$ cat src/hw/rtl/plnc_pkg.sv
package plnc_pkg;

  localparam int unsigned CFG_IDX_W = 1;

  localparam logic [CFG_IDX_W-1:0] REG_BOOT_NODE_ID = 1'd0;
  localparam logic [CFG_IDX_W-1:0] REG_BLINK_PERIOD = 1'd1;

  localparam logic [15:0] BOOT_NODE_ID_RST = 16'd0;
  localparam logic [15:0] BLINK_PERIOD_RST = 16'd3000;

  localparam logic [7:0] FRAME_ID_HIGH = 8'h6B;
  localparam logic [7:0] FRAME_LOW_MASK = 8'hE0;
  localparam logic [7:0] FRAME_LOW_MATCH = 8'hC0;
  localparam logic [15:0] ASCII_ZERO = 16'h0030;

  localparam logic [3:0] KEY_NONE = 4'h0;
  localparam logic [3:0] KEY_INC = 4'h1;
  localparam logic [3:0] KEY_DEC = 4'h2;
  localparam logic [3:0] KEY_ACK = 4'h4;
  localparam logic [3:0] KEY_EDIT = 4'h8;

  localparam logic [1:0] DISP_DARK = 2'd0;
  localparam logic [1:0] DISP_NODE = 2'd1;
  localparam logic [1:0] DISP_COUNT = 2'd2;

  typedef enum logic [3:0] {
    MODE_BLANK = 4'b0001,
    MODE_EDIT  = 4'b0010,
    MODE_COUNT = 4'b0100,
    MODE_ACK   = 4'b1000
  } mode_t;

  // four ASCII bytes, MSB first, weighted 1000/100/10/1, all mod 2^16
  function automatic logic [15:0] decode_digits(input logic [31:0] word);
    logic [15:0] d3;
    logic [15:0] d2;
    logic [15:0] d1;
    logic [15:0] d0;
    d3 = {8'd0, word[31:24]} - ASCII_ZERO;
    d2 = {8'd0, word[23:16]} - ASCII_ZERO;
    d1 = {8'd0, word[15:8]} - ASCII_ZERO;
    d0 = {8'd0, word[7:0]} - ASCII_ZERO;
    return 16'(d3 * 16'd1000) + 16'(d2 * 16'd100) + 16'(d1 * 16'd10) + d0;
  endfunction

endpackage

$ cat src/hw/rtl/pick_light_node_controller.sv
// Pick-light node controller. Each transaction on the in_ channel is one control-loop pass
// and yields exactly one transaction on the out_ channel. A pass is captured in an input
// register, evaluated there against the node state, and moves into the output register
// once the output side can take it. One pass can be accepted every cycle while the
// output side keeps up. in_stall follows out_stall when both registers are full.
// Configuration writes are always ready; a write to boot_node_id also reloads the node id.
module pick_light_node_controller (
  input  logic                          clk,
  input  logic                          rst_n,
  input  logic                          in_valid,
  output logic                          in_stall,
  input  logic [3:0]                    in_key_lines,
  input  logic                          in_frame_valid,
  input  logic [7:0]                    in_frame_id_high,
  input  logic [7:0]                    in_frame_id_low,
  input  logic [31:0]                   in_node_digits,
  input  logic [31:0]                   in_count_digits,
  output logic                          out_valid,
  input  logic                          out_stall,
  output logic [1:0]                    out_display_mode,
  output logic [15:0]                   out_display_value,
  output logic                          out_led_on,
  output logic                          out_ack_req,
  output logic                          out_save_node_id,
  output logic [15:0]                   out_node_id_out,
  input  logic                          cfg_valid,
  output logic                          cfg_ready,
  input  logic [plnc_pkg::CFG_IDX_W-1:0] cfg_index,
  input  logic [15:0]                   cfg_data
);

  // configuration
  logic [15:0] blink_period_r;

  // node state
  plnc_pkg::mode_t mode_r, mode_nxt;
  logic [15:0] node_id_r, node_id_nxt;
  logic [15:0] pick_count_r, pick_count_nxt;
  logic [15:0] blink_ticks_r, blink_ticks_nxt;
  logic        key_armed_r, key_armed_nxt;
  logic        led_r, led_nxt;

  // input register
  logic        s1_valid_r;
  logic [3:0]  s1_keys_r;
  logic        s1_fv_r;
  logic [7:0]  s1_idh_r;
  logic [7:0]  s1_idl_r;
  logic [31:0] s1_node_r;
  logic [31:0] s1_count_r;

  // output register
  logic        out_valid_r;
  logic [1:0]  disp_mode_r, disp_mode_nxt;
  logic [15:0] disp_value_r, disp_value_nxt;
  logic        ack_r, ack_nxt;
  logic        save_r, save_nxt;
  logic        led_out_r;
  logic [15:0] node_out_r;

  logic        advance;
  logic        in_take;
  logic        cfg_take;
  logic [3:0]  key;
  logic        frame_hit;
  plnc_pkg::mode_t mode_f;
  logic [15:0] pick_f;
  logic [15:0] ticks_inc;

  assign advance  = s1_valid_r && (!out_valid_r || !out_stall);
  assign in_stall = s1_valid_r && out_valid_r && out_stall;
  assign in_take  = in_valid && !in_stall;
  assign cfg_ready = 1'b1;
  assign cfg_take = cfg_valid && cfg_ready;

  always_comb begin
    key = (s1_keys_r != plnc_pkg::KEY_NONE && key_armed_r) ? s1_keys_r : plnc_pkg::KEY_NONE;
    key_armed_nxt = (s1_keys_r == plnc_pkg::KEY_NONE);

    frame_hit = s1_fv_r && (s1_idh_r == plnc_pkg::FRAME_ID_HIGH) &&
                ((s1_idl_r & plnc_pkg::FRAME_LOW_MASK) == plnc_pkg::FRAME_LOW_MATCH) &&
                (plnc_pkg::decode_digits(s1_node_r) == node_id_r);
    mode_f = frame_hit ? plnc_pkg::MODE_COUNT : mode_r;
    pick_f = frame_hit ? plnc_pkg::decode_digits(s1_count_r) : pick_count_r;
    ticks_inc = blink_ticks_r + 16'd1;

    mode_nxt        = mode_f;
    node_id_nxt     = node_id_r;
    pick_count_nxt  = pick_f;
    blink_ticks_nxt = blink_ticks_r;
    led_nxt         = led_r;
    disp_mode_nxt   = plnc_pkg::DISP_DARK;
    disp_value_nxt  = 16'd0;
    ack_nxt         = 1'b0;
    save_nxt        = 1'b0;

    unique case (mode_f)
      plnc_pkg::MODE_BLANK: begin
        led_nxt = 1'b0;
        if (key == plnc_pkg::KEY_EDIT) begin
          mode_nxt = plnc_pkg::MODE_EDIT;
        end
      end
      plnc_pkg::MODE_EDIT: begin
        disp_mode_nxt  = plnc_pkg::DISP_NODE;
        disp_value_nxt = node_id_r;
        if (key == plnc_pkg::KEY_INC) begin
          node_id_nxt = node_id_r + 16'd1;
        end
        if (key == plnc_pkg::KEY_DEC && node_id_r != 16'd0) begin
          node_id_nxt = node_id_r - 16'd1;
        end
        if (key == plnc_pkg::KEY_ACK) begin
          save_nxt = 1'b1;
          mode_nxt = plnc_pkg::MODE_BLANK;
        end
      end
      plnc_pkg::MODE_COUNT: begin
        disp_mode_nxt   = plnc_pkg::DISP_COUNT;
        disp_value_nxt  = pick_f;
        blink_ticks_nxt = ticks_inc;
        if (ticks_inc > blink_period_r) begin
          blink_ticks_nxt = 16'd0;
          led_nxt = !led_r;
          if (pick_f != 16'd0) begin
            pick_count_nxt = pick_f - 16'd1;
          end else begin
            mode_nxt = plnc_pkg::MODE_ACK;
          end
        end
      end
      default: begin
        ack_nxt  = 1'b1;
        led_nxt  = 1'b0;
        mode_nxt = plnc_pkg::MODE_BLANK;
      end
    endcase
  end

  always_ff @(posedge clk) begin
    if (!rst_n) begin
      blink_period_r <= plnc_pkg::BLINK_PERIOD_RST;
      mode_r         <= plnc_pkg::MODE_BLANK;
      node_id_r      <= plnc_pkg::BOOT_NODE_ID_RST;
      pick_count_r   <= 16'd0;
      blink_ticks_r  <= 16'd0;
      key_armed_r    <= 1'b1;
      led_r          <= 1'b0;
      s1_valid_r     <= 1'b0;
      out_valid_r    <= 1'b0;
    end else begin
      if (cfg_take && cfg_index == plnc_pkg::REG_BLINK_PERIOD) begin
        blink_period_r <= cfg_data;
      end
      if (cfg_take && cfg_index == plnc_pkg::REG_BOOT_NODE_ID) begin
        node_id_r <= cfg_data;
      end else if (advance) begin
        node_id_r <= node_id_nxt;
      end
      if (advance) begin
        mode_r        <= mode_nxt;
        pick_count_r  <= pick_count_nxt;
        blink_ticks_r <= blink_ticks_nxt;
        key_armed_r   <= key_armed_nxt;
        led_r         <= led_nxt;
      end
      if (in_take) begin
        s1_valid_r <= 1'b1;
      end else if (advance) begin
        s1_valid_r <= 1'b0;
      end
      if (advance) begin
        out_valid_r <= 1'b1;
      end else if (!out_stall) begin
        out_valid_r <= 1'b0;
      end
    end
  end

  always_ff @(posedge clk) begin
    if (in_take) begin
      s1_keys_r  <= in_key_lines;
      s1_fv_r    <= in_frame_valid;
      s1_idh_r   <= in_frame_id_high;
      s1_idl_r   <= in_frame_id_low;
      s1_node_r  <= in_node_digits;
      s1_count_r <= in_count_digits;
    end
    if (advance) begin
      disp_mode_r  <= disp_mode_nxt;
      disp_value_r <= disp_value_nxt;
      ack_r        <= ack_nxt;
      save_r       <= save_nxt;
      led_out_r    <= led_nxt;
      node_out_r   <= node_id_nxt;
    end
  end

  assign out_valid         = out_valid_r;
  assign out_display_mode  = disp_mode_r;
  assign out_display_value = disp_value_r;
  assign out_led_on        = led_out_r;
  assign out_ack_req       = ack_r;
  assign out_save_node_id  = save_r;
  assign out_node_id_out   = node_out_r;

endmodule

$ cat config.mk
export PLATFORM = sky130hd
export DESIGN_NAME = pick_light_node_controller
export DESIGN_NICKNAME = d
export VERILOG_FILES = /design/src/hw/rtl/plnc_pkg.sv /design/src/hw/rtl/pick_light_node_controller.sv
export SDC_FILE = /design/constraint.sdc
export NUM_CORES = 1
export LEC_CHECK = 0
export BUFFER_PORTS_ARGS = -buffer_cell sky130_fd_sc_hd__buf_2
export CORE_AREA = 3 3 266 268
export CTS_CLUSTER_DIAMETER = 30
export CTS_CLUSTER_SIZE = 25
export DETAILED_ROUTE_END_ITERATION = 10
export DIE_AREA = 0 0 269 271
export GPL_TIMING_DRIVEN = 0
export RECOVER_POWER = 50
export SLEW_MARGIN = 15
export SYNTH_ARGS = -nofsm -noshare
export SYNTH_HDL_FRONTEND = slang
export SYNTH_SLANG_ARGS = --single-unit
$ cat constraint.sdc
create_clock -name clk -period 8.45 [get_ports clk]
set_input_delay 1.2675 -clock clk [delete_from_list [all_inputs] [get_ports clk]]
set_output_delay 1.2675 -clock clk [all_outputs]
set_load 0.005 [all_outputs]
# ---- Word level (Yosys, flattened, before mapping)
# Index checks and enable logic that the tools add are counted.
dict set report word_totals {
  register_bits 194
  input_bits 107
  out_inout_bits 40
  elab_cells 109
}
dict set report op_classes {
  add_sub_neg 18
  mul 6
  n_lt_le_gt_ge 1
  n_eq_ne 11
  n_mux 27
  bitwise_logic 1
  n_reduce_logical 24
}
# operator n
set ops {}
lappend ops {{2-to-1 mux 16 bit} 10}
lappend ops {{adder 16 bit} 6}
lappend ops {{subtractor 8 x 6 -> 9 bit (second input constant)} 8}
lappend ops {{adder 16 x 1 -> 16 bit (second input constant)} 2}
lappend ops {{multiplier 16 x 3 -> 15 bit (second input constant)} 2}
lappend ops {{multiplier 16 x 5 -> 14 bit (second input constant)} 2}
lappend ops {{multiplier 16 x 7 -> 13 bit (second input constant)} 2}
lappend ops {{one-hot mux 16 bit (2 select lines)} 1}
lappend ops {{nonzero test 16 bit} 2}
lappend ops {{subtractor 16 x 1 -> 16 bit (second input constant)} 2}
lappend ops {{2-to-1 mux 4 bit} 6}
lappend ops {{equality test 16 bit} 1}
lappend ops {{greater-than comparator 16 bit} 1}
lappend ops {{one-hot mux 4 bit (3 select lines)} 1}
lappend ops {{logical AND 1 bit} 11}
lappend ops {{equality test 4 x 1 -> 1 bit (second input constant)} 2}
lappend ops {{equality test 4 x 2 -> 1 bit (second input constant)} 2}
lappend ops {{equality test 4 x 3 -> 1 bit (second input constant)} 2}
lappend ops {{equality test 8 x 7 -> 1 bit (second input constant)} 1}
lappend ops {{2-to-1 mux 1 bit} 7}
lappend ops {{equality test 4 bit (second input constant)} 1}
lappend ops {{zero test 1 bit} 4}
lappend ops {{zero test 4 bit} 1}
lappend ops {{one-hot mux 2 bit (2 select lines)} 1}
lappend ops {{other kinds (9)} 10}

# ---- Logic depth before layout (Yosys ltp)
# Gate-level depths: netlist of the first run.
dict set report depth {
  depth_word 12
  ltp_mapped 42
  depth_no_buf 39
}

# ---- Worst setup path after synthesis of the first run
# OpenSTA, ideal clock, no wires.
dict set report synth_path {
  path_type {register to register}
  startpoint {register s1_node_r[28]}
  endpoint {register pick_count_r[15]}
  setup_ps 122
  arrival_time_ps 9000
  required_time_ps 8328
  path_slack_ps -671
  stages_incl_launch_ff 42
  n_path_buf 2
  path_cell_list {edfxtp_1 -> inv_1 -> ha_1 -> xnor2_1 -> fa_1 -> inv_1 -> fa_1 -> inv_1 -> fa_1 -> inv_1 -> ha_1 -> inv_1 -> a21oi_1 -> o21ai_0 -> nand2b_1 -> a21o_1 -> a21oi_1 -> xor2_1 -> [... 6 more ...] -> o21a_1 -> nor4_1 -> mux2i_1 -> and4b_1 -> and2_1 -> buf_6 -> buf_2 -> mux2i_1 -> ha_1 -> nor3b_1 -> and4_1 -> inv_1 -> nand2_1 -> nor3b_1 -> a21oi_2 -> nor4_4 -> mux2i_1 -> a221o_1}
}
dict set report synth_via {
  elab_chain_len 12
  elab_cells_between_ends 15
  cone_classes {add/sub: 5; mul: 1; eq/ne: 2; mux: 5; reduce/logical: 2}
}
# item line_no
set synth_rtl {}
lappend synth_rtl {{from (decl)} pick_light_node_controller.sv:49} ;# logic [31:0] s1_node_r;
lappend synth_rtl {{from (signal assigned)} pick_light_node_controller.sv:186} ;# s1_node_r <= in_node_digits;
lappend synth_rtl {{subtractor 8 x 6 -> 9 bit *} plnc_pkg.sv:39} ;# d3 = {8'd0, word[31:24]} - ASCII_ZERO;
lappend synth_rtl {{multiplier 16 x 7 -> 13 bit *} plnc_pkg.sv:43} ;# return 16'(d3 * 16'd1000) + 16'(d2 * 16'd100) + 16'(d1 * 16'd10) + d0;
lappend synth_rtl {{adder 16 bit * (3 in series)} plnc_pkg.sv:43}
lappend synth_rtl {{equality test 16 bit *} pick_light_node_controller.sv:82} ;# (plnc_pkg::decode_digits(s1_node_r) == node_id_r);
lappend synth_rtl {{logical AND 1 bit *} pick_light_node_controller.sv:81} ;# ((s1_idl_r & plnc_pkg::FRAME_LOW_MASK) == plnc_pkg::FRAME_LOW_MATCH) &&
lappend synth_rtl {{2-to-1 mux 16 bit} pick_light_node_controller.sv:84} ;# pick_f = frame_hit ? plnc_pkg::decode_digits(s1_count_r) : pick_count_r;
lappend synth_rtl {{subtractor 16 x 1 -> 16 bit / nonzero test 16 bit (equally long branches)} {pick_light_node_controller.sv:126, pick_light_node_controller.sv:125}}
lappend synth_rtl {{2-to-1 mux 16 bit} pick_light_node_controller.sv:125} ;# if (pick_f != 16'd0) begin
lappend synth_rtl {{2-to-1 mux 16 bit} pick_light_node_controller.sv:122} ;# if (ticks_inc > blink_period_r) begin
lappend synth_rtl {{2-to-1 mux 16 bit *} pick_light_node_controller.sv:97} ;# unique case (mode_f)
lappend synth_rtl {{to (signal assigned)} pick_light_node_controller.sv:162} ;# pick_count_r <= pick_count_nxt;
lappend synth_rtl {{to (decl)} pick_light_node_controller.sv:38} ;# logic [15:0] pick_count_r, pick_count_nxt;
# Every way passes the cells marked *; elsewhere a longest branch is shown, timed or not.
# A chain may end at the register's enable or synchronous reset.

# ---- Worst setup path after layout of the first run
dict set report layout_path {
  startpoint {register s1_node_r[29]}
  endpoint {register pick_count_r[5]}
}
# The elaborated chain is that of the path after synthesis.

==> flow_summary.rst, run 1 <==
.. list-table::
   :header-rows: 1

   * - Metric
     - Value
   * - Floorplan core area
     - 68600 um^2
   * - Commonest cells in the synthesized netlist
     - sky130_fd_sc_hd__inv_1, sky130_fd_sc_hd__ha_1, sky130_fd_sc_hd__fa_1, sky130_fd_sc_hd__edfxtp_1, sky130_fd_sc_hd__a21oi_1
   * - Final setup violation count
     - 8
   * - Gate count after technology mapping
     - between 1500 and 2000
   * - Number of buffer and inverter stages on the critical path
     - 8
   * - RSZ-0062 raised after global routing
     - yes
   * - Mean instance size in the synthesized netlist
     - 9.61 um^2
   * - Worst setup SP type
     - register
   * - Filler cell count in the final layout
     - between 7000 and 8000
   * - Area taken by flip-flops and latches
     - 4950 um^2
   * - Clock buffer count from CTS
     - 17
   * - Startpoint of the worst setup timing path
     - s1_node_r[29]$_DFFE_PP_
   * - Final min period
     - ~8500 ps
   * - R2R depth
     - 40
   * - Crit path arrival time
     - between 8000 and 9000 ps
   * - Clk Latency, worst-skew pair
     - 500 ps
   * - Horiz. Die Dim
     - roughly 270 um
   * - Status
     - finished, violations left
   * - Required arrival time at the worst endpoint
     - between 8000 and 9000 ps
   * - Drt first-iter violations
     - 720
   * - Seq/Total Area, Yosys
     - between 20% and 30%
   * - Clock root buffer master
     - sky130_fd_sc_hd__clkbuf_16
   * - Origin of the worst min-delay path
     - blink_period_r[1]$_SDFFE_PN0P_
   * - Overall routing resource usage
     - 13.2%
   * - Maximum clock path buffer count
     - 2
   * - Effective utilization at floorplan
     - 24.9%
   * - TritonCTS clock tree
     - done
   * - Async SR Flop Fraction
     - 0%
   * - Vias per Instance
     - around 4.5
   * - Row count
     - 96
   * - Area overhead of the layout relative to synthesis
     - 19.0%
   * - Most common cell in the netlist
     - sky130_fd_sc_hd__inv_1
   * - Post-CTS Hold Fix Bufs
     - 0
   * - Final RePlAce weighted congestion
     - approximately 0.89
   * - Number of register bits inferred by synthesis
     - ~190
   * - First-pass detailed-route iteration total
     - 5
   * - Setup WS pre-CTS
     - -969 ps
   * - Worst R2R Start
     - s1_node_r[29]$_DFFE_PP_
   * - Total standard cell area after synthesis
     - between 15000 and 20000 um^2
   * - Violated checks
     - capacitance limit, slew limit, setup timing
   * - Fraction of synthesized cell area taken by the top area cell type
     - 20.6%
   * - Routed wire length per instance
     - roughly 16 um
   * - Transition time of the tightest slew-check pin
     - 1560 ps
   * - Number of antenna violations at the first check in global routing
     - 2
   * - Die Footprint
     - about 73000 um^2
   * - Area of all placed cells without fillers
     - between 20000 and 25000 um^2
   * - Peak fanout along the critical path
     - 5
   * - Number of cells traversed by the worst hold path
     - 2
   * - DRC Markers
     - 0
   * - Area of combinational cells with multiple inputs
     - about 11000 um^2
   * - Number of global-route vias before repair
     - approximately 13000
   * - Number of flops mapped to enable cells by yosys
     - roughly 120
   * - Wire length of the first global-routing pass
     - roughly 73000 um
   * - Biggest area consumer among synthesized cells
     - sky130_fd_sc_hd__edfxtp_1
   * - Cells taking the most area after synthesis
     - sky130_fd_sc_hd__edfxtp_1, sky130_fd_sc_hd__fa_1, sky130_fd_sc_hd__ha_1
   * - Antenna-violating nets left
     - 0
   * - Overflow left after global routing
     - 0
   * - Pin count of the biggest net entering global routing
     - 47
   * - Worst-case setup margin in the final layout
     - -80.5 ps
   * - Final-report hold violation count
     - 0
   * - DR vias
     - 13214
   * - TritonCTS Sinks
     - 189
   * - Top Ports
     - ~150
   * - Count of different cell masters after synthesis
     - 87
   * - Slowest stage cell, crit path
     - sky130_fd_sc_hd__fa_1
   * - Synthesis warning total
     - 0
   * - H-tree levels
     - 4
   * - Port Buffer Count
     - between 100 and 150
   * - Upper clock frequency limit
     - between 0.1 and 0.15 GHz
   * - Maximum Capacitance Violations
     - 2
   * - Worst clock skew on the final layout
     - roughly 12 ps
   * - Syn nets
     - 2191
   * - Class of the worst hold path
     - reg2reg
   * - Endpoint class of the critical path
     - register
   * - Total wire length
     - around 47000 um
   * - Most common flop cell mapped by yosys
     - sky130_fd_sc_hd__edfxtp_1
   * - Total number of cells along the worst setup path
     - 40
   * - Post-DP HPWL
     - roughly 37000 um
   * - Slowest Stage Delay on Critical Path
     - 540 ps
   * - Clock edge transition at the registers on the reported setup and hold paths
     - about 80 ps
   * - Pins over their slew limit
     - 50
   * - Slew Limit Headroom
     - -4.04%
   * - Die height
     - about 270 um
   * - CP dominant cell by count
     - sky130_fd_sc_hd__fa_1
   * - Post-route clock period utilization
     - 101%
   * - Crit Path Class
     - reg2reg
   * - Top cell family by delay on the critical path
     - adder cells
   * - Nets
     - 2398
   * - Placed instance area
     - roughly 19000 um^2
   * - Proportion of layout cells with a drive suffix above 1
     - approximately 15%
[logic make-up after synthesis]
kind of cell / after synthesis / share of synthesized area (%)
AOI/OAI and AO/OA: 349 / 12.9
buffers and inverters: 301 / 6.84
other: 1 / 0.0220
xor gates and xnor gates: 154 / 8.25
muxes: 14 / 0.851
DFF: 189 / 29.1
adders and majority gates: 309 / 27.9
and+or+nand+nor: 458 / 14.1
[repair_timing]
| item | in CTS | in global routing |
|---|---|---|
| pin swaps | 50 | 27 |
| hold endpoints to repair | 0 | 0 |
| endpoints found under the setup margin | 20 | 30 |
| setup buffers | 36 | 14 |
| gates resized for setup | 44 | 33 |
| cloned | 0 | 0 |
[state kept, by name, summed over array words and instances (netlist names), 16 cells and up]
name / cells
blink_period_r: 16
blink_ticks_r: 16
node_id_r: 16
out_display_value: 16
out_node_id_out: 16
pick_count_r: 16
s1_count_r: 32
s1_node_r: 32
[tightest hold or removal path, cell delays in order, from the launching register on]
cell and delay, ps:
sky130_fd_sc_hd__dfxtp_1 310, sky130_fd_sc_hd__nand2_1 50, sky130_fd_sc_hd__a21oi_1 50
[layout by cell type, fill, tap and decap left out, types with 8 or more instances in the layout]
master                      count
sky130_fd_sc_hd__ha_4          13
sky130_fd_sc_hd__a31oi_1        8
sky130_fd_sc_hd__nor4_1         9
sky130_fd_sc_hd__buf_2        121
sky130_fd_sc_hd__clkbuf_16     18
sky130_fd_sc_hd__nor3_1        26
sky130_fd_sc_hd__inv_1        232
sky130_fd_sc_hd__nor2b_1       19
sky130_fd_sc_hd__xor2_1        64
sky130_fd_sc_hd__edfxtp_1     117
sky130_fd_sc_hd__nor3b_1       12
sky130_fd_sc_hd__nand2_1      105
sky130_fd_sc_hd__a21o_1        23
sky130_fd_sc_hd__dfxtp_1       72
sky130_fd_sc_hd__nor2_1       106
sky130_fd_sc_hd__nand3_1       33
sky130_fd_sc_hd__buf_4         48
sky130_fd_sc_hd__o21ai_0       83
sky130_fd_sc_hd__a211oi_1      12
sky130_fd_sc_hd__o21a_1        16
sky130_fd_sc_hd__or3_1         20
sky130_fd_sc_hd__and2_1        11
sky130_fd_sc_hd__nand2b_1      20
sky130_fd_sc_hd__mux2i_1        9
sky130_fd_sc_hd__clkbuf_1      71
sky130_fd_sc_hd__ha_1         177
sky130_fd_sc_hd__fa_1         119
sky130_fd_sc_hd__xnor2_1       78
sky130_fd_sc_hd__o211ai_1      17
sky130_fd_sc_hd__nand4_1       12
sky130_fd_sc_hd__a311oi_1       9
sky130_fd_sc_hd__a21oi_2       10
sky130_fd_sc_hd__and3_1        20
sky130_fd_sc_hd__a21oi_1      104
[cell type report]
type                    count  area share [%]
diodes                      1          0.0123
plain buffers              55            1.26
clock buffers              19            2.13
clock inverters            13           0.641
inverters                 241            4.49
multi-input cells        1285            56.0
flip-flops and latches    189            24.4
well taps                 931            5.74
repair buffers            193            5.28
[worst paths after layout]
kind	end	slack (ps)
hold reg to reg	blink_period_r[1]$_SDFFE_PN0P_	460
setup reg to reg	pick_count_r[5]$_SDFFE_PN0P_	-80
setup / recovery	pick_count_r[5]$_SDFFE_PN0P_	-80
hold / removal	blink_period_r[1]$_SDFFE_PN0P_	460
[metal layers]
metal | wire length (um) | part of all wire, % | global-route usage [%] | vias up
met5 | 0 | 0 | 0 | -
li1 | - | - | - | 6541
met2 | 22600 | 48 | 21.7 | 318
met3 | 2740 | 5.8 | 2.91 | 61
met4 | 993 | 2.1 | 4.11 | 0
met1 | 21000 | 44 | 17.1 | 6294
[per-stage QoR]
| stage | std cells | utilization (%) | hold slack, ps | TNS [ps] |
|---|---|---|---|---|
| after floorplan | 1775 | - | 436 | 0 |
| after global placement | 2846 | 27.8 | 444 | -14350 |
| after detailed placement | 2849 | 27.9 | 448 | -13980 |
| after CTS | 2915 | 29.4 | 459 | -527 |
| after global routing | 2926 | 29.6 | 474 | -5260 |
| final | 2927 | 29.6 | 461 | -231 |
Power of run 1 is not shown: default switching activity piles up to over one toggle a cycle in this logic, so the estimate is an artifact.
==> inputs of run 2 (changes only) <==
SKIP_CTS_REPAIR_TIMING = 1   (was unset)
==> flow_summary.rst, run 2 (synthesis gave the netlist of run 1 again) <==
.. list-table::
   :header-rows: 1

   * - Metric
     - Value
   * - Cell count after placement
     - 2849
   * - Final-report hold violation count
     - 0
   * - Row count
     - between 90 and 100
   * - Worst flop-to-flop path endpoint
     - pick_count_r[5]$_SDFFE_PN0P_
   * - Post-DP HPWL
     - about 37000 um
   * - Final setup violation count
     - 16
   * - Final min period
     - 8760 ps
   * - Number of global-route vias before repair
     - approximately 13000
   * - Crit path arrival time
     - approximately 9200 ps
   * - Upper clock frequency limit
     - around 0.11 GHz
   * - Post-route clock period utilization
     - 104%
   * - TritonCTS clock tree
     - done
   * - Slowest stage cell, crit path
     - sky130_fd_sc_hd__fa_1
   * - Antenna-violating nets left
     - 0
   * - Registers with the highest flip-flop counts
     - s1_count_r x32, s1_node_r x32
   * - Crit Path Class
     - reg2reg
   * - Pins over their slew limit
     - 50
   * - Highest-count cells in the layout ignoring fill and taps
     - sky130_fd_sc_hd__inv_1, sky130_fd_sc_hd__ha_1, sky130_fd_sc_hd__fa_1, sky130_fd_sc_hd__buf_2, sky130_fd_sc_hd__edfxtp_1
   * - Nets
     - 2391
   * - Post-route insts no fill
     - about 3000
   * - Required arrival time at the worst endpoint
     - approximately 9000 ps
   * - Class of the worst hold path
     - reg2reg
   * - Die Footprint
     - about 73000 um^2
   * - Maximum Capacitance Violations
     - 2
   * - Wire length of the first global-routing pass
     - roughly 72000 um
   * - First-pass detailed-route iteration total
     - 5
   * - DR vias
     - roughly 13000
   * - Worst-case setup margin in the final layout
     - -315 ps
   * - Overflow left after global routing
     - 0
   * - Port Buffer Count
     - 140
   * - Drt first-iter violations
     - between 800 and 900
   * - Number of buffer and inverter stages on the critical path
     - 9
   * - RSZ-0062 raised after global routing
     - yes
   * - Number of antenna violations at the first check in global routing
     - 2
   * - TritonCTS Sinks
     - 189
   * - Clk Latency, worst-skew pair
     - between 400 and 500 ps
   * - Overall routing resource usage
     - between 10% and 20%
   * - Peak fanout along the critical path
     - 4
   * - Status
     - finished, violations left
   * - Top cell family by delay on the critical path
     - adder cells
   * - Clock edge transition at the registers on the reported setup and hold paths
     - about 80 ps
   * - Proportion of layout cells with a drive suffix above 1
     - approximately 15%
   * - Area overhead of the layout relative to synthesis
     - 18.8%
   * - R2R depth
     - 38
   * - Reg-to-reg setup timing slack
     - -310 ps
   * - Origin of the worst min-delay path
     - blink_period_r[1]$_SDFFE_PN0P_
   * - Routed wire length per instance
     - between 15 and 20 um
   * - Setup WS pre-CTS
     - -969 ps
   * - Vias per Instance
     - about 4.5
   * - Most common cell after layout, fill and taps aside
     - sky130_fd_sc_hd__inv_1
   * - Slew Limit Headroom
     - -3.67%
   * - Transition time of the tightest slew-check pin
     - 1550 ps
   * - Worst R2R Start
     - s1_node_r[25]$_DFFE_PP_
   * - End point of the worst hold path
     - blink_period_r[1]$_SDFFE_PN0P_
   * - Final RePlAce weighted congestion
     - 0.885
   * - Slowest Stage Delay on Critical Path
     - slightly below 600 ps
   * - Worst clock skew on the final layout
     - about 12 ps
   * - Effective utilization at floorplan
     - ~25%
   * - Total wire length
     - between 40000 and 50000 um
   * - CP dominant cell by count
     - sky130_fd_sc_hd__fa_1
   * - Horiz. Die Dim
     - 269 um
   * - DRC Markers
     - 0
   * - H-tree levels
     - 4
   * - Number of cells traversed by the worst hold path
     - 2
   * - Die height
     - between 200 and 300 um
   * - Endpoint class of the critical path
     - register
   * - Clock buffer count from CTS
     - 17
   * - Top Ports
     - roughly 150
   * - Floorplan core area
     - roughly 69000 um^2
   * - Worst setup SP type
     - register
   * - Maximum clock path buffer count
     - 2
   * - Violated checks
     - capacitance limit, slew limit, setup timing
   * - Clock root buffer master
     - sky130_fd_sc_hd__clkbuf_16
   * - Pin count of the biggest net entering global routing
     - 47
[run 2: worst max path at each step]
stage | start | to | slack, ps | depth (start not counted)
after floorplan | s1_node_r[26]$_DFFE_PP_ | pick_count_r[5]$_SDFFE_PN0P_ | 9 | 40
after CTS | s1_node_r[28]$_DFFE_PP_ | pick_count_r[15]$_SDFFE_PN0P_ | -1020 | 37
after detailed placement | s1_node_r[28]$_DFFE_PP_ | pick_count_r[15]$_SDFFE_PN0P_ | -970 | 37
final | s1_node_r[25]$_DFFE_PP_ | pick_count_r[5]$_SDFFE_PN0P_ | -310 | 38
after global placement | s1_node_r[26]$_DFFE_PP_ | pick_count_r[15]$_SDFFE_PN0P_ | -970 | 36
after global routing | s1_node_r[25]$_DFFE_PP_ | pick_count_r[3]$_SDFFE_PN0P_ | -640 | 38
[run 2: stage by stage]
step | area [um^2] | hold slack (ps) | util, % | TNS (ps)
floorplan | 17200 | 436 | - | 0
global placement | 19100 | 444 | 27.8 | -14350
detailed placement | 19100 | 448 | 27.9 | -13980
CTS | 19700 | 459 | 28.7 | -15100
global route | 20200 | 474 | 29.5 | -9210
finish | 20300 | 461 | 29.5 | -2940
[run 2: final cells by class]
| type | count | area, um^2 |
|---|---|---|
| Antenna cell | 1 | 2.50 |
| Buffer | 57 | 280 |
| Clock buffer | 19 | 433 |
| Clock inverter | 13 | 130 |
| Fill cell | 7231 | 48300 |
| Inverter | 241 | 908 |
| Multi-Input combinational cell | 1285 | 11400 |
| Sequential cell | 189 | 4950 |
| Tap cell | 931 | 1160 |
| Timing Repair Buffer | 184 | 1010 |
[run 2: layer usage]
layer / track usage, % / part of all wire (%)
met5: 0 / 0
met4: 4.10 / 2.0
met3: 2.68 / 5.8
met2: 21.4 / 48
met1: 17.1 / 44
[run 2: tightest hold or removal path: cells and delay by family, from the launching register on]
kind / cells / cell delay, ps
flip-flops: 1 / 310
AND/OR/NAND/NOR: 1 / 50
AO/OA/AOI/OAI: 1 / 50
Power of run 2 is left out for the same reason.
==> inputs of run 3 (changes only) <==
ABC_AREA = 1   (was unset)
CORE_AREA = 3 3 268 270   (was 3 3 266 268)
DIE_AREA = 0 0 271 273   (was 0 0 269 271)
==> flow_summary.rst, run 3 <==
.. list-table::
   :header-rows: 1

   * - Metric
     - Value
   * - Post-route insts no fill
     - approximately 3200
   * - Async SR Flop Fraction
     - 0%
   * - Slowest stage cell, crit path
     - sky130_fd_sc_hd__fa_1
   * - Area of all placed cells without fillers
     - about 20000 um^2
   * - Highest-count cells in the layout ignoring fill and taps
     - sky130_fd_sc_hd__nand2_1, sky130_fd_sc_hd__inv_1, sky130_fd_sc_hd__ha_1, sky130_fd_sc_hd__fa_1, sky130_fd_sc_hd__edfxtp_1
   * - Area overhead of the layout relative to synthesis
     - 18.9%
   * - Final-report hold violation count
     - 0
   * - Proportion of layout cells with a drive suffix above 1
     - about 14%
   * - Transition time of the tightest slew-check pin
     - approximately 2300 ps
   * - Slew Limit Headroom
     - -56.5%
   * - Worst setup SP type
     - register
   * - Count of antenna diodes in the layout
     - 0
   * - Post-route clock period utilization
     - between 90% and 100%
   * - Number of antenna violations at the first check in global routing
     - 3
   * - Most common flop cell mapped by yosys
     - sky130_fd_sc_hd__edfxtp_1
   * - Total wire length
     - about 46000 um
   * - Cell count after placement
     - 3175
   * - Row count
     - a little under 100
   * - Number of register bits inferred by synthesis
     - 189
   * - Pins over their slew limit
     - 83
   * - Syn nets
     - approximately 2500
   * - Drt first-iter violations
     - 823
   * - Status
     - finished, violations left
   * - DR vias
     - 13776
   * - Crit Path Class
     - reg2reg
   * - Most common cell after layout, fill and taps aside
     - sky130_fd_sc_hd__nand2_1
   * - DRC Markers
     - 0
   * - Class of the worst hold path
     - reg2reg
   * - Clock root buffer master
     - sky130_fd_sc_hd__clkbuf_16
   * - TritonCTS Sinks
     - between 150 and 200
   * - Origin of the worst min-delay path
     - blink_period_r[1]$_SDFFE_PN0P_
   * - Final RePlAce weighted congestion
     - approximately 0.92
   * - H-tree levels
     - 4
   * - Mean instance size in the synthesized netlist
     - approximately 8.3 um^2
   * - End point of the worst hold path
     - blink_period_r[1]$_SDFFE_PN0P_
   * - Commonest cells in the synthesized netlist
     - sky130_fd_sc_hd__nand2_1, sky130_fd_sc_hd__inv_1, sky130_fd_sc_hd__ha_1, sky130_fd_sc_hd__fa_1, sky130_fd_sc_hd__edfxtp_1
   * - Worst clock skew on the final layout
     - between 20 and 30 ps
   * - Area taken by flip-flops and latches
     - 4950 um^2
   * - Clk Latency, worst-skew pair
     - between 500 and 600 ps
   * - Floorplan core area
     - between 60000 and 70000 um^2
   * - Number of global-route vias before repair
     - approximately 13000
   * - Die Footprint
     - 74000 um^2
   * - Violated checks
     - capacitance limit, slew limit
   * - Top Ports
     - between 100 and 150
   * - R2R depth
     - 36
   * - Number of cells traversed by the worst hold path
     - 2
   * - Count of different cell masters after synthesis
     - 50
   * - Maximum clock path buffer count
     - 2
   * - Filler cell count in the final layout
     - around 7400
   * - Crit path arrival time
     - around 8300 ps
   * - Antenna-violating nets left
     - 0
   * - Area of combinational cells with multiple inputs
     - approximately 11000 um^2
   * - Cells taking the most area after synthesis
     - sky130_fd_sc_hd__edfxtp_1, sky130_fd_sc_hd__fa_1, sky130_fd_sc_hd__ha_1
   * - Overflow left after global routing
     - 0
   * - Most common cell in the netlist
     - sky130_fd_sc_hd__nand2_1
   * - Maximum Capacitance Violations
     - 2
   * - Synthesis warning total
     - 0
   * - TritonCTS clock tree
     - done
   * - Clock buffer count from CTS
     - 17
   * - Final min period
     - 8030 ps
   * - Setup WS pre-CTS
     - -269 ps
   * - Port Buffer Count
     - 140
   * - Required arrival time at the worst endpoint
     - 8720 ps
   * - Die height
     - ~270 um
   * - Worst R2R Start
     - s1_node_r[26]$_DFFE_PP_
   * - Total standard cell area after synthesis
     - about 17000 um^2
   * - Worst-case setup margin in the final layout
     - 424 ps
   * - Slowest Stage Delay on Critical Path
     - between 500 and 600 ps
   * - Peak fanout along the critical path
     - 10
   * - Clock edge transition at the registers on the reported setup and hold paths
     - 90 ps
   * - Fraction of synthesized cell area taken by the top area cell type
     - 20.3%
   * - Nets
     - between 2000 and 3000
   * - First-pass detailed-route iteration total
     - 5
   * - Post-DP HPWL
     - about 37000 um
   * - Effective utilization at floorplan
     - between 20 and 25%
   * - Endpoint class of the critical path
     - register
   * - Wire length of the first global-routing pass
     - ~72000 um
   * - Number of flops mapped to enable cells by yosys
     - 117
   * - Registers with the highest flip-flop counts
     - s1_count_r x32, s1_node_r x32
   * - Placed instance area
     - 19200 um^2
   * - Biggest area consumer among synthesized cells
     - sky130_fd_sc_hd__edfxtp_1
   * - Reg-to-reg setup timing slack
     - between 400 and 500 ps
   * - Overall routing resource usage
     - between 10% and 20%
   * - Setup TNS
     - 0 ps
   * - Routed wire length per instance
     - about 14 um
   * - CP dominant cell by count
     - sky130_fd_sc_hd__inv_1
   * - Final setup violation count
     - 0
   * - Worst flop-to-flop path endpoint
     - out_display_value[3]$_DFFE_PP_
   * - Horiz. Die Dim
     - 271 um
   * - Gate count after technology mapping
     - 2093
   * - Seq/Total Area, Yosys
     - between 20% and 30%
   * - Vias per Instance
     - between 4 and 5
   * - Upper clock frequency limit
     - ~0.12 GHz
   * - Pin count of the biggest net entering global routing
     - 42
==> run 3: changes by cell type after synthesis, sizes merged, moves of 22 or more <==
cell / change
o21ai: -29
nand2: +342
nand2b: -22
xor2: +34
inv: +193
clkbuf: -25
xnor2: -52
nand3: +71
or3: -24
nand4: +23
==> run 3: worst max path at each step <==
stage | startpoint | endpoint | slack [ps]
6_report | s1_node_r[26]$_DFFE_PP_ | out_display_value[3]$_DFFE_PP_ | 420
4_1_cts | s1_node_r[24]$_DFFE_PP_ | out_display_value[6]$_DFFE_PP_ | -310
2_1_floorplan | s1_node_r[26]$_DFFE_PP_ | pick_count_r[6]$_SDFFE_PN0P_ | 820
3_5_place_dp | s1_node_r[24]$_DFFE_PP_ | out_display_value[6]$_DFFE_PP_ | -270
3_3_place_gp | s1_node_r[24]$_DFFE_PP_ | pick_count_r[12]$_SDFFE_PN0P_ | -290
5_1_grt | s1_node_r[24]$_DFFE_PP_ | pick_count_r[6]$_SDFFE_PN0P_ | -10
==> run 3: critical path, delay by kind of cell (launching register included) <==
| family | cells | cell delay, ps |
|---|---|---|
| buffers and inverters | 11 | 1230 |
| xor gates and xnor gates | 2 | 450 |
| AOI/OAI and AO/OA | 3 | 600 |
| and+or+nand+nor | 12 | 1400 |
| adders and majority gates | 8 | 3620 |
| DFF | 1 | 500 |
==> run 3: area by class of cell <==
type	count	area share, %
clock buffer	17	2.07
buffer	31	0.815
sequential	189	24.1
timing repair buffer	175	4.63
clock inverter	15	1.14
tap	940	5.71
multi-input combinational	1438	53.6
inverter	435	7.95
==> run 3: per-stage QoR <==
stage,utilization [%],hold WS [ps]
5_1_grt,29.5,492
3_3_place_gp,27.5,454
4_1_cts,28.5,472
2_1_floorplan,-,435
6_report,29.5,467
3_5_place_dp,27.6,460
==> run 3: per-layer routing <==
metal  vias to the layer above  share of wire (%)  global-route usage, %
met5                         -              0.028                      0
met4                         2                2.1                   3.89
met3                        48                5.5                   2.56
met2                       296                 46                   20.4
met1                      6375                 47                   16.6
li1                       7055                  -                      -
==> run 3: cell families after synthesis <==
| logic type | after synthesis | synth area share (%) |
|---|---|---|
| other | 1 | 0.0217 |
| XOR/XNOR | 134 | 6.86 |
| adder cells (fa/ha/maj) | 309 | 27.5 |
| buffers and inverters | 466 | 10.3 |
| flip-flops | 189 | 28.6 |
| AND/OR/NAND/NOR | 752 | 18.8 |
| AO/OA/AOI/OAI | 242 | 7.90 |
Power of run 3 is left out for the same reason.
